--- src/rtl/sse_pkg.sv ---
// Shared types and codes for the sortable stack engine.
package sse_pkg;

  typedef enum logic [1:0] {
    OP_PUSH = 2'd0,
    OP_POP  = 2'd1,
    OP_FIND = 2'd2,
    OP_SORT = 2'd3
  } op_e;

  typedef enum logic [1:0] {
    ST_OK        = 2'd0,
    ST_EMPTY     = 2'd1,
    ST_FULL      = 2'd2,
    ST_NOT_FOUND = 2'd3
  } status_e;

  typedef enum logic [2:0] {
    S_IDLE,
    S_POP_RD,
    S_FIND,
    S_SORT_SCAN,
    S_SORT_SWAP,
    S_RESP
  } state_e;

  localparam int unsigned ValueW  = 16;
  localparam int unsigned PosW    = 6;
  localparam int unsigned StatusW = 2;

endpackage

--- src/rtl/sortable_stack_engine.sv ---
// Sortable stack engine: bounded signed stack in RAM with find and in-place sort.
//
// Input channel (in_valid_i/in_ready_o) takes one request: operation_i and
// value_i. Output channel (out_valid_o/out_ready_i) returns one result per
// request: result_value_o, position_o and status_o. Requests are handled one
// at a time; in_ready_o is high whenever the engine is idle, even while the
// previous result still waits in the output register.
// After acceptance (n = entries held): push and a sort of fewer than two
//   entries go straight to the response stage, pop reads the top entry, find
//   compares k entries from the top (k at most n), and a larger sort makes
//   one RAM read per cycle, broken only by swaps (at most n-1): each pass
//   scans the unsorted part and a swap adds a write state.
// The state RAM has one read and one write port with registered read data;
// the scan loops are set by that single read port.
// Reset empties the stack (entry count to zero) and drops any pending result;
// the RAM contents are not cleared. If the receiver stalls, the result holds
// in the output register; a finished request waits in its final stage until
// the register frees up, and no new request is taken meanwhile.
module sortable_stack_engine
  import sse_pkg::*;
#(
  parameter int DEPTH      = 64,
  parameter int DATA_WIDTH = 16
) (
  input  logic                     clk_i,
  input  logic                     rst_ni,
  input  logic                     in_valid_i,
  output logic                     in_ready_o,
  input  logic [1:0]               operation_i,
  input  logic signed [ValueW-1:0] value_i,
  output logic                     out_valid_o,
  input  logic                     out_ready_i,
  output logic signed [ValueW-1:0] result_value_o,
  output logic [PosW-1:0]          position_o,
  output logic [StatusW-1:0]       status_o
);

  localparam int AW = $clog2(DEPTH);
  localparam int CW = $clog2(DEPTH + 1);

  state_e state_q, state_d;
  logic [CW-1:0] count_q, count_d;
  logic [DATA_WIDTH-1:0] val_q, val_d;
  logic [AW-1:0] cur_q, cur_d;
  logic [AW-1:0] top_q, top_d;
  logic first_q, first_d;
  logic [DATA_WIDTH-1:0] best_val_q, best_val_d;
  logic [AW-1:0] best_addr_q, best_addr_d;
  logic [DATA_WIDTH-1:0] top_val_q, top_val_d;

  logic [ValueW-1:0] res_value_q, res_value_d;
  logic [PosW-1:0] res_pos_q, res_pos_d;
  status_e res_status_q, res_status_d;

  logic out_valid_q, out_valid_d;
  logic [ValueW-1:0] out_value_q, out_value_d;
  logic [PosW-1:0] out_pos_q, out_pos_d;
  logic [StatusW-1:0] out_status_q, out_status_d;

  logic mem_we;
  logic [AW-1:0] mem_waddr, mem_raddr;
  logic [DATA_WIDTH-1:0] mem_wdata, mem_rdata;

  logic in_accept;
  logic [DATA_WIDTH-1:0] in_val;
  logic [AW-1:0] count_top;
  logic [CW-1:0] find_dist;
  logic scan_better;
  logic [DATA_WIDTH-1:0] scan_best_val;
  logic [AW-1:0] scan_best_addr;

  assign in_ready_o = (state_q == S_IDLE);
  assign in_accept  = in_valid_i && in_ready_o;
  assign in_val     = DATA_WIDTH'(value_i);
  assign count_top  = AW'(count_q - 1'b1);
  assign find_dist  = count_q - 1'b1 - CW'(cur_q);

  // running maximum including the entry arriving this cycle
  assign scan_better = $signed(mem_rdata) > $signed(best_val_q);
  always_comb begin
    if (first_q || scan_better) begin
      scan_best_val  = mem_rdata;
      scan_best_addr = cur_q;
    end else begin
      scan_best_val  = best_val_q;
      scan_best_addr = best_addr_q;
    end
  end

  sse_ram #(
    .Width (DATA_WIDTH),
    .Depth (DEPTH)
  ) u_ram (
    .clk_i   (clk_i),
    .we_i    (mem_we),
    .waddr_i (mem_waddr),
    .wdata_i (mem_wdata),
    .raddr_i (mem_raddr),
    .rdata_o (mem_rdata)
  );

  always_comb begin
    state_d      = state_q;
    count_d      = count_q;
    val_d        = val_q;
    cur_d        = cur_q;
    top_d        = top_q;
    first_d      = first_q;
    best_val_d   = best_val_q;
    best_addr_d  = best_addr_q;
    top_val_d    = top_val_q;
    res_value_d  = res_value_q;
    res_pos_d    = res_pos_q;
    res_status_d = res_status_q;
    out_valid_d  = out_valid_q && !out_ready_i;
    out_value_d  = out_value_q;
    out_pos_d    = out_pos_q;
    out_status_d = out_status_q;
    mem_we       = 1'b0;
    mem_waddr    = count_q[AW-1:0];
    mem_wdata    = in_val;
    mem_raddr    = count_top;

    case (state_q)
      S_IDLE: begin
        if (in_accept) begin
          val_d        = in_val;
          res_value_d  = '0;
          res_pos_d    = '0;
          res_status_d = ST_OK;
          state_d      = S_RESP;
          case (op_e'(operation_i))
            OP_PUSH: begin
              if (count_q == CW'(DEPTH)) begin
                res_status_d = ST_FULL;
              end else begin
                mem_we    = 1'b1;
                mem_waddr = count_q[AW-1:0];
                count_d   = count_q + 1'b1;
              end
            end
            OP_POP: begin
              if (count_q == '0) begin
                res_status_d = ST_EMPTY;
              end else begin
                count_d = count_q - 1'b1;
                state_d = S_POP_RD;
              end
            end
            OP_FIND: begin
              if (count_q == '0) begin
                res_status_d = ST_EMPTY;
              end else begin
                cur_d   = count_top;
                state_d = S_FIND;
              end
            end
            OP_SORT: begin
              if (count_q > CW'(1)) begin
                top_d   = count_top;
                cur_d   = count_top;
                first_d = 1'b1;
                state_d = S_SORT_SCAN;
              end
            end
            default: ;
          endcase
        end
      end

      S_POP_RD: begin
        res_value_d = ValueW'($signed(mem_rdata));
        state_d     = S_RESP;
      end

      S_FIND: begin
        if (mem_rdata == val_q) begin
          res_pos_d = PosW'(find_dist);
          state_d   = S_RESP;
        end else if (cur_q == '0) begin
          res_status_d = ST_NOT_FOUND;
          state_d      = S_RESP;
        end else begin
          cur_d     = cur_q - 1'b1;
          mem_raddr = cur_q - 1'b1;
        end
      end

      S_SORT_SCAN: begin
        best_val_d  = scan_best_val;
        best_addr_d = scan_best_addr;
        first_d     = 1'b0;
        if (first_q) begin
          top_val_d = mem_rdata;
        end
        if (cur_q != '0) begin
          cur_d     = cur_q - 1'b1;
          mem_raddr = cur_q - 1'b1;
        end else if (scan_best_addr != top_q) begin
          // largest goes to the top of the unsorted part now, old top next cycle
          mem_we    = 1'b1;
          mem_waddr = top_q;
          mem_wdata = scan_best_val;
          state_d   = S_SORT_SWAP;
        end else if (top_q == AW'(1)) begin
          state_d = S_RESP;
        end else begin
          top_d     = top_q - 1'b1;
          cur_d     = top_q - 1'b1;
          mem_raddr = top_q - 1'b1;
          first_d   = 1'b1;
        end
      end

      S_SORT_SWAP: begin
        mem_we    = 1'b1;
        mem_waddr = best_addr_q;
        mem_wdata = top_val_q;
        if (top_q == AW'(1)) begin
          state_d = S_RESP;
        end else begin
          top_d     = top_q - 1'b1;
          cur_d     = top_q - 1'b1;
          mem_raddr = top_q - 1'b1;
          first_d   = 1'b1;
          state_d   = S_SORT_SCAN;
        end
      end

      S_RESP: begin
        if (!out_valid_q || out_ready_i) begin
          out_valid_d  = 1'b1;
          out_value_d  = res_value_q;
          out_pos_d    = res_pos_q;
          out_status_d = res_status_q;
          state_d      = S_IDLE;
        end
      end

      default: state_d = S_IDLE;
    endcase
  end

  always_ff @(posedge clk_i or negedge rst_ni) begin
    if (!rst_ni) begin
      state_q     <= S_IDLE;
      count_q     <= '0;
      out_valid_q <= 1'b0;
      first_q     <= 1'b0;
    end else begin
      state_q     <= state_d;
      count_q     <= count_d;
      out_valid_q <= out_valid_d;
      first_q     <= first_d;
    end
  end

  always_ff @(posedge clk_i) begin
    val_q        <= val_d;
    cur_q        <= cur_d;
    top_q        <= top_d;
    best_val_q   <= best_val_d;
    best_addr_q  <= best_addr_d;
    top_val_q    <= top_val_d;
    res_value_q  <= res_value_d;
    res_pos_q    <= res_pos_d;
    res_status_q <= res_status_d;
    out_value_q  <= out_value_d;
    out_pos_q    <= out_pos_d;
    out_status_q <= out_status_d;
  end

  assign out_valid_o    = out_valid_q;
  assign result_value_o = out_value_q;
  assign position_o     = out_pos_q;
  assign status_o       = out_status_q;

  // the entry count never passes the stack depth
  a_count_bound: assert property (@(posedge clk_i) disable iff (!rst_ni)
    count_q <= CW'(DEPTH))
    else $error("entry count above depth");

  // RAM writes only come from a push or from a sort swap
  a_write_source: assert property (@(posedge clk_i) disable iff (!rst_ni)
    mem_we |-> (state_q == S_IDLE || state_q == S_SORT_SCAN || state_q == S_SORT_SWAP))
    else $error("unexpected RAM write");

  // a push on a non-full stack grows it by one
  a_push_count: assert property (@(posedge clk_i) disable iff (!rst_ni)
    (in_accept && operation_i == OP_PUSH && count_q != CW'(DEPTH))
      |=> count_q == $past(count_q) + 1'b1)
    else $error("push did not advance entry count");

  // the find scan stays inside the filled part of the stack
  a_find_range: assert property (@(posedge clk_i) disable iff (!rst_ni)
    (state_q == S_FIND) |-> (CW'(cur_q) < count_q))
    else $error("find scan outside stack");

  // entry count holds during a sort
  a_sort_count: assert property (@(posedge clk_i) disable iff (!rst_ni)
    (state_q == S_SORT_SCAN || state_q == S_SORT_SWAP) |=> $stable(count_q))
    else $error("entry count changed during sort");

endmodule

--- src/rtl/sse_ram.sv ---
// Generic single-write, single-read RAM with registered, write-first read data.
module sse_ram #(
  parameter int Width = 16,
  parameter int Depth = 64,
  localparam int AddrW = $clog2(Depth)
) (
  input  logic             clk_i,
  input  logic             we_i,
  input  logic [AddrW-1:0] waddr_i,
  input  logic [Width-1:0] wdata_i,
  input  logic [AddrW-1:0] raddr_i,
  output logic [Width-1:0] rdata_o
);

  logic [Width-1:0] mem_q [Depth];

  always_ff @(posedge clk_i) begin
    if (we_i) begin
      mem_q[waddr_i] <= wdata_i;
    end
    // same-address write is forwarded to the read port
    if (we_i && (waddr_i == raddr_i)) begin
      rdata_o <= wdata_i;
    end else begin
      rdata_o <= mem_q[raddr_i];
    end
  end

endmodule
--- config.mk ---
export PLATFORM = sky130hd
export DESIGN_NAME = sortable_stack_engine
export DESIGN_NICKNAME = d
export VERILOG_FILES = /design/src/rtl/sse_pkg.sv /design/src/rtl/sortable_stack_engine.sv /design/src/rtl/sse_ram.sv
export SDC_FILE = /design/constraint.sdc
export NUM_CORES = 1
export LEC_CHECK = 0
export BUFFER_PORTS_ARGS = -buffer_cell sky130_fd_sc_hd__buf_4
export CAP_MARGIN = 5
export CELL_PAD_IN_SITES_DETAIL_PLACEMENT = 1
export CELL_PAD_IN_SITES_GLOBAL_PLACEMENT = 2
export CORE_MARGIN = 8
export CORE_UTILIZATION = 36
export DETAILED_ROUTE_END_ITERATION = 8
export GPL_TIMING_DRIVEN = 0
export PLACE_DENSITY = 0.67
export SKIP_CTS_REPAIR_TIMING = 1
export SLEW_MARGIN = 15
export SYNTH_ARGS = -nofsm -noshare
export SYNTH_HDL_FRONTEND = slang
export SYNTH_SLANG_ARGS = --single-unit
--- constraint.sdc ---
create_clock -name clk_i -period 11.6 [get_ports clk_i]
set_input_delay 2.32 -clock clk_i [delete_from_list [all_inputs] [get_ports clk_i]]
set_output_delay 2.32 -clock clk_i [all_outputs]
set_load 0.01 [all_outputs]
==> flow_summary_export.csv <==
group,metric,value,unit
worst_hold_path,hp-class,"flop to flop",
setup_path,max_stage_delay,0.89,ns
job,maxCapViolations,0,
setup_path,cpMaxStageDelayCell,"mux2i_1",
floorplan,io_pins,48,
detailed_routing,drt-initial-drc-count,3965,
clock_network,cts_tree,"built",
sta,setup_viol_count_final,0,
final_layout,syn2layout_area_growth,17.44,%
global_routing,grt_max_degree,65,
synthesis,synth_edf_count,1138,
place,dp_hpwl,113.8,mm
clock_network,clock-sinks,1156,
synthesis,async_flop_share,1.038,%
clock_network,clk_pin_slew_worst_paths,0.06,ns
floorplan,die_area,142400,um^2
global_routing,grt_pass1_vias,27480,
global_routing,track_usage,23.18,%
pwr,ir_drop,0.0001467,V
final_layout,drive_gt1_share,24.75,%
sta,tightest_slew,1.371,ns
sta,setup-tns-final,0,ns
setup_path,end_kind,"flop",
final_layout,finish.utilization,42.59,%
global_routing,grt_antenna_before_repair,10,
synthesis,ys_ff_latch,1156,
sta,finClkSkew,0.05700,ns
detailed_routing,dr.pass1.iters,7,
setup_path,criticalPathCategory,"flop to flop",
floorplan,dieHeight,377.4,um
synthesis,synthCells,2524,
sta,fin_crit,10.62,ns
floorplan,initial_utilization,36.27,%
floorplan,core,129600,um^2
synthesis,ys_warn_count,0,
floorplan,rows,132,
sta,hold_viol,0,
detailed_routing,vias,27660,
synthesis,synth_area,47020,um^2
setup_path,arrival,11.06,ns
detailed_routing,vias_per_cell,5.999,
place,numPortBuffers,47,
floorplan,die_w,377.4,um
final_layout,final_cell_mix,"edfxtp_1 (1138), mux4_2 (236), nand2_1 (131)",
global_routing,grt_pass1_wl,229.6,mm
setup_path,cpMostUsedCell,"o21a_1",
setup_path,critPathRequiredTime,12.04,ns
detailed_routing,drc,0,
synthesis,synth_nets,2579,
detailed_routing,drt-total-wl,169.1,mm
final_layout,layout_commonest_cell,"edfxtp_1",
sta,drv_slew,0,
clock_network,h-tree-depth,3,
final_layout,n_antenna_cell,0,
place,place.gp.congestion,0.8963,
clock_network,worstSkewPairLatency,0.77,ns
detailed_routing,wl_per_cell,36.67,um
global_routing,overflow,0,
clock_network,cts_buffers,118,
sta,max_freq,94.14,MHz
status,outcome,"completed",
synthesis,synth.avg_cell_area,18.63,um^2
sta,period_share,91.58,%
synthesis,yosysSeqAreaShare,73.57,%
detailed_routing,ant_nets,0,
final_layout,nets,2824,
pwr,leakage,17.80,nW
sta,grt_setup_unrepaired,"no",
sta,relSlewSlack,8.570,%
pwr,p_per_area,278.4,nW/um^2
clock_network,cts_root_buffer,"clkbuf_16",
setup_path,crit_path_cell_trace,"buf_2 -> buf_2 -> buf_1 -> clkbuf_2 -> mux4_2 -> nand2_1 -> o2111ai_1 -> a32oi_1 -> inv_1 -> ha_1 -> nor2b_1 -> o21a_1 -> o21a_1 -> o21a_1 -> or3_4 -> a31oi_4 -> mux2i_1 -> nand2b_1 -> a221oi_1 -> nand2_1 -> nor2_2 -> buf_6",
pwr,total_power,15.37,mW
synthesis,ys.flop_type,"edfxtp_1",
clock_network,clk_path_buf_depth,3,
synthesis,synth_cell_types,72,
setup_path,cp_max_fo,10,
setup_path,worstSetupStartpointType,"flop",
==> cells by family after synthesis <==
logic type / Yosys count / share of synthesized area, %
buf+inv: 191 / 1.810
xor+xnor: 48 / 0.8942
fa+ha+maj: 33 / 0.8941
flops: 1156 / 73.57
mux: 340 / 13.54
simple gates: 432 / 4.364
compound gates: 324 / 4.926
==> routing by layer <==
metal	vias to the layer above	GRT usage [%]	routed length [um]
met3	273	3.967	14650
li1	10820	-	-
met1	15070	32.51	70030
met5	-	0	77
met2	1496	36.41	77860
met4	10	8.557	6489
==> stage by stage <==
step | instance area, um^2 | setup slack (ns) | instances | hold WS [ns]
5_1_grt | 55220 | 0.9082 | 4611 | 0.4243
4_1_cts | 55220 | 1.226 | 4611 | 0.4214
2_1_floorplan | 47020 | 4.813 | 2524 | 0.4003
3_3_place_gp | 49550 | -1.572 | 4313 | 0.4034
3_5_place_dp | 51340 | 1.231 | 4391 | 0.4052
6_report | 55220 | 0.9770 | 4611 | 0.4196
==> synthesized netlist by cell type, types with 12 or more instances <==
cell type	number	area share [%]
xnor2_1	33	0.61
nand2_1	131	1.0
a31oi_1	20	0.27
buf_1	13	0.10
xor2_1	15	0.28
o22ai_1	12	0.16
nand3_1	25	0.27
and2_1	16	0.21
dfrtp_1	12	0.64
edfxtp_1	1138	73
nor3_1	33	0.35
clkbuf_1	77	0.61
ha_1	32	0.85
o221ai_1	13	0.24
buf_2	32	0.34
a22oi_1	31	0.49
nand2b_1	13	0.17
nor2_1	128	1.0
a21oi_1	60	0.64
and3_1	26	0.35
mux2i_1	97	2.1
buf_4	13	0.21
inv_1	44	0.35
o21ai_0	51	0.54
a221o_1	21	0.45
a211oi_1	12	0.19
mux4_2	236	11
a221oi_1	34	0.63
==> final cells by class <==
| class | count | area (um^2) |
|---|---|---|
| fill | 12360 | 74430 |
| sequential | 1156 | 34590 |
| multi-input combinational | 1177 | 12130 |
| clock buffer | 135 | 3038 |
| tap | 1742 | 2180 |
| timing repair buffer | 125 | 1573 |
| clock inverter | 85 | 835.8 |
| buffer | 141 | 683.2 |
| inverter | 50 | 187.7 |
==> final timing paths <==
check	cells after the start	slack [ns]	from	to
min in group asynchronous	1	1.44	rst_ni	first_q
max reg2reg	22	0.98	flop	u_ram.mem_q[59][2]
min reg2reg	0	0.42	res_pos_q[1]	position_o[1]
min	0	0.42	res_pos_q[1]	position_o[1]
max	22	0.98	flop	u_ram.mem_q[59][2]
max in group asynchronous	1	9.95	rst_ni	count_q[4]
==> state kept, by name, summed over array words and instances (netlist names), named ones only <==
register and cells:
u_ram.mem_q 1024, count_q 7, position_o 6, state_q 3, cur_q 6, status_o 2, top_val_q 16, result_value_o 16
out_valid_o 1, best_addr_q 6, first_q 1, val_q 16, res_pos_q 6, res_status_q 2, res_value_q 16, best_val_q 16
top_q 6
==> report_power, final <==
part / internal, mW / switching (mW) / total, mW
clock: 2.19 / 1.67 / 3.86
sequential: 5.32 / 0.114 / 5.44
combinational: 1.87 / 4.21 / 6.08
==> worst max-delay path: cells and delay by family (launching register included) <==
family          cells  cell delay (ns)
buf+inv             6             3.04
compound gates      7             2.90
simple gates        6             2.37
mux                 2             1.30
fa+ha+maj           1             0.34
flops               1             0.31
(Power assumes the default switching activity.)
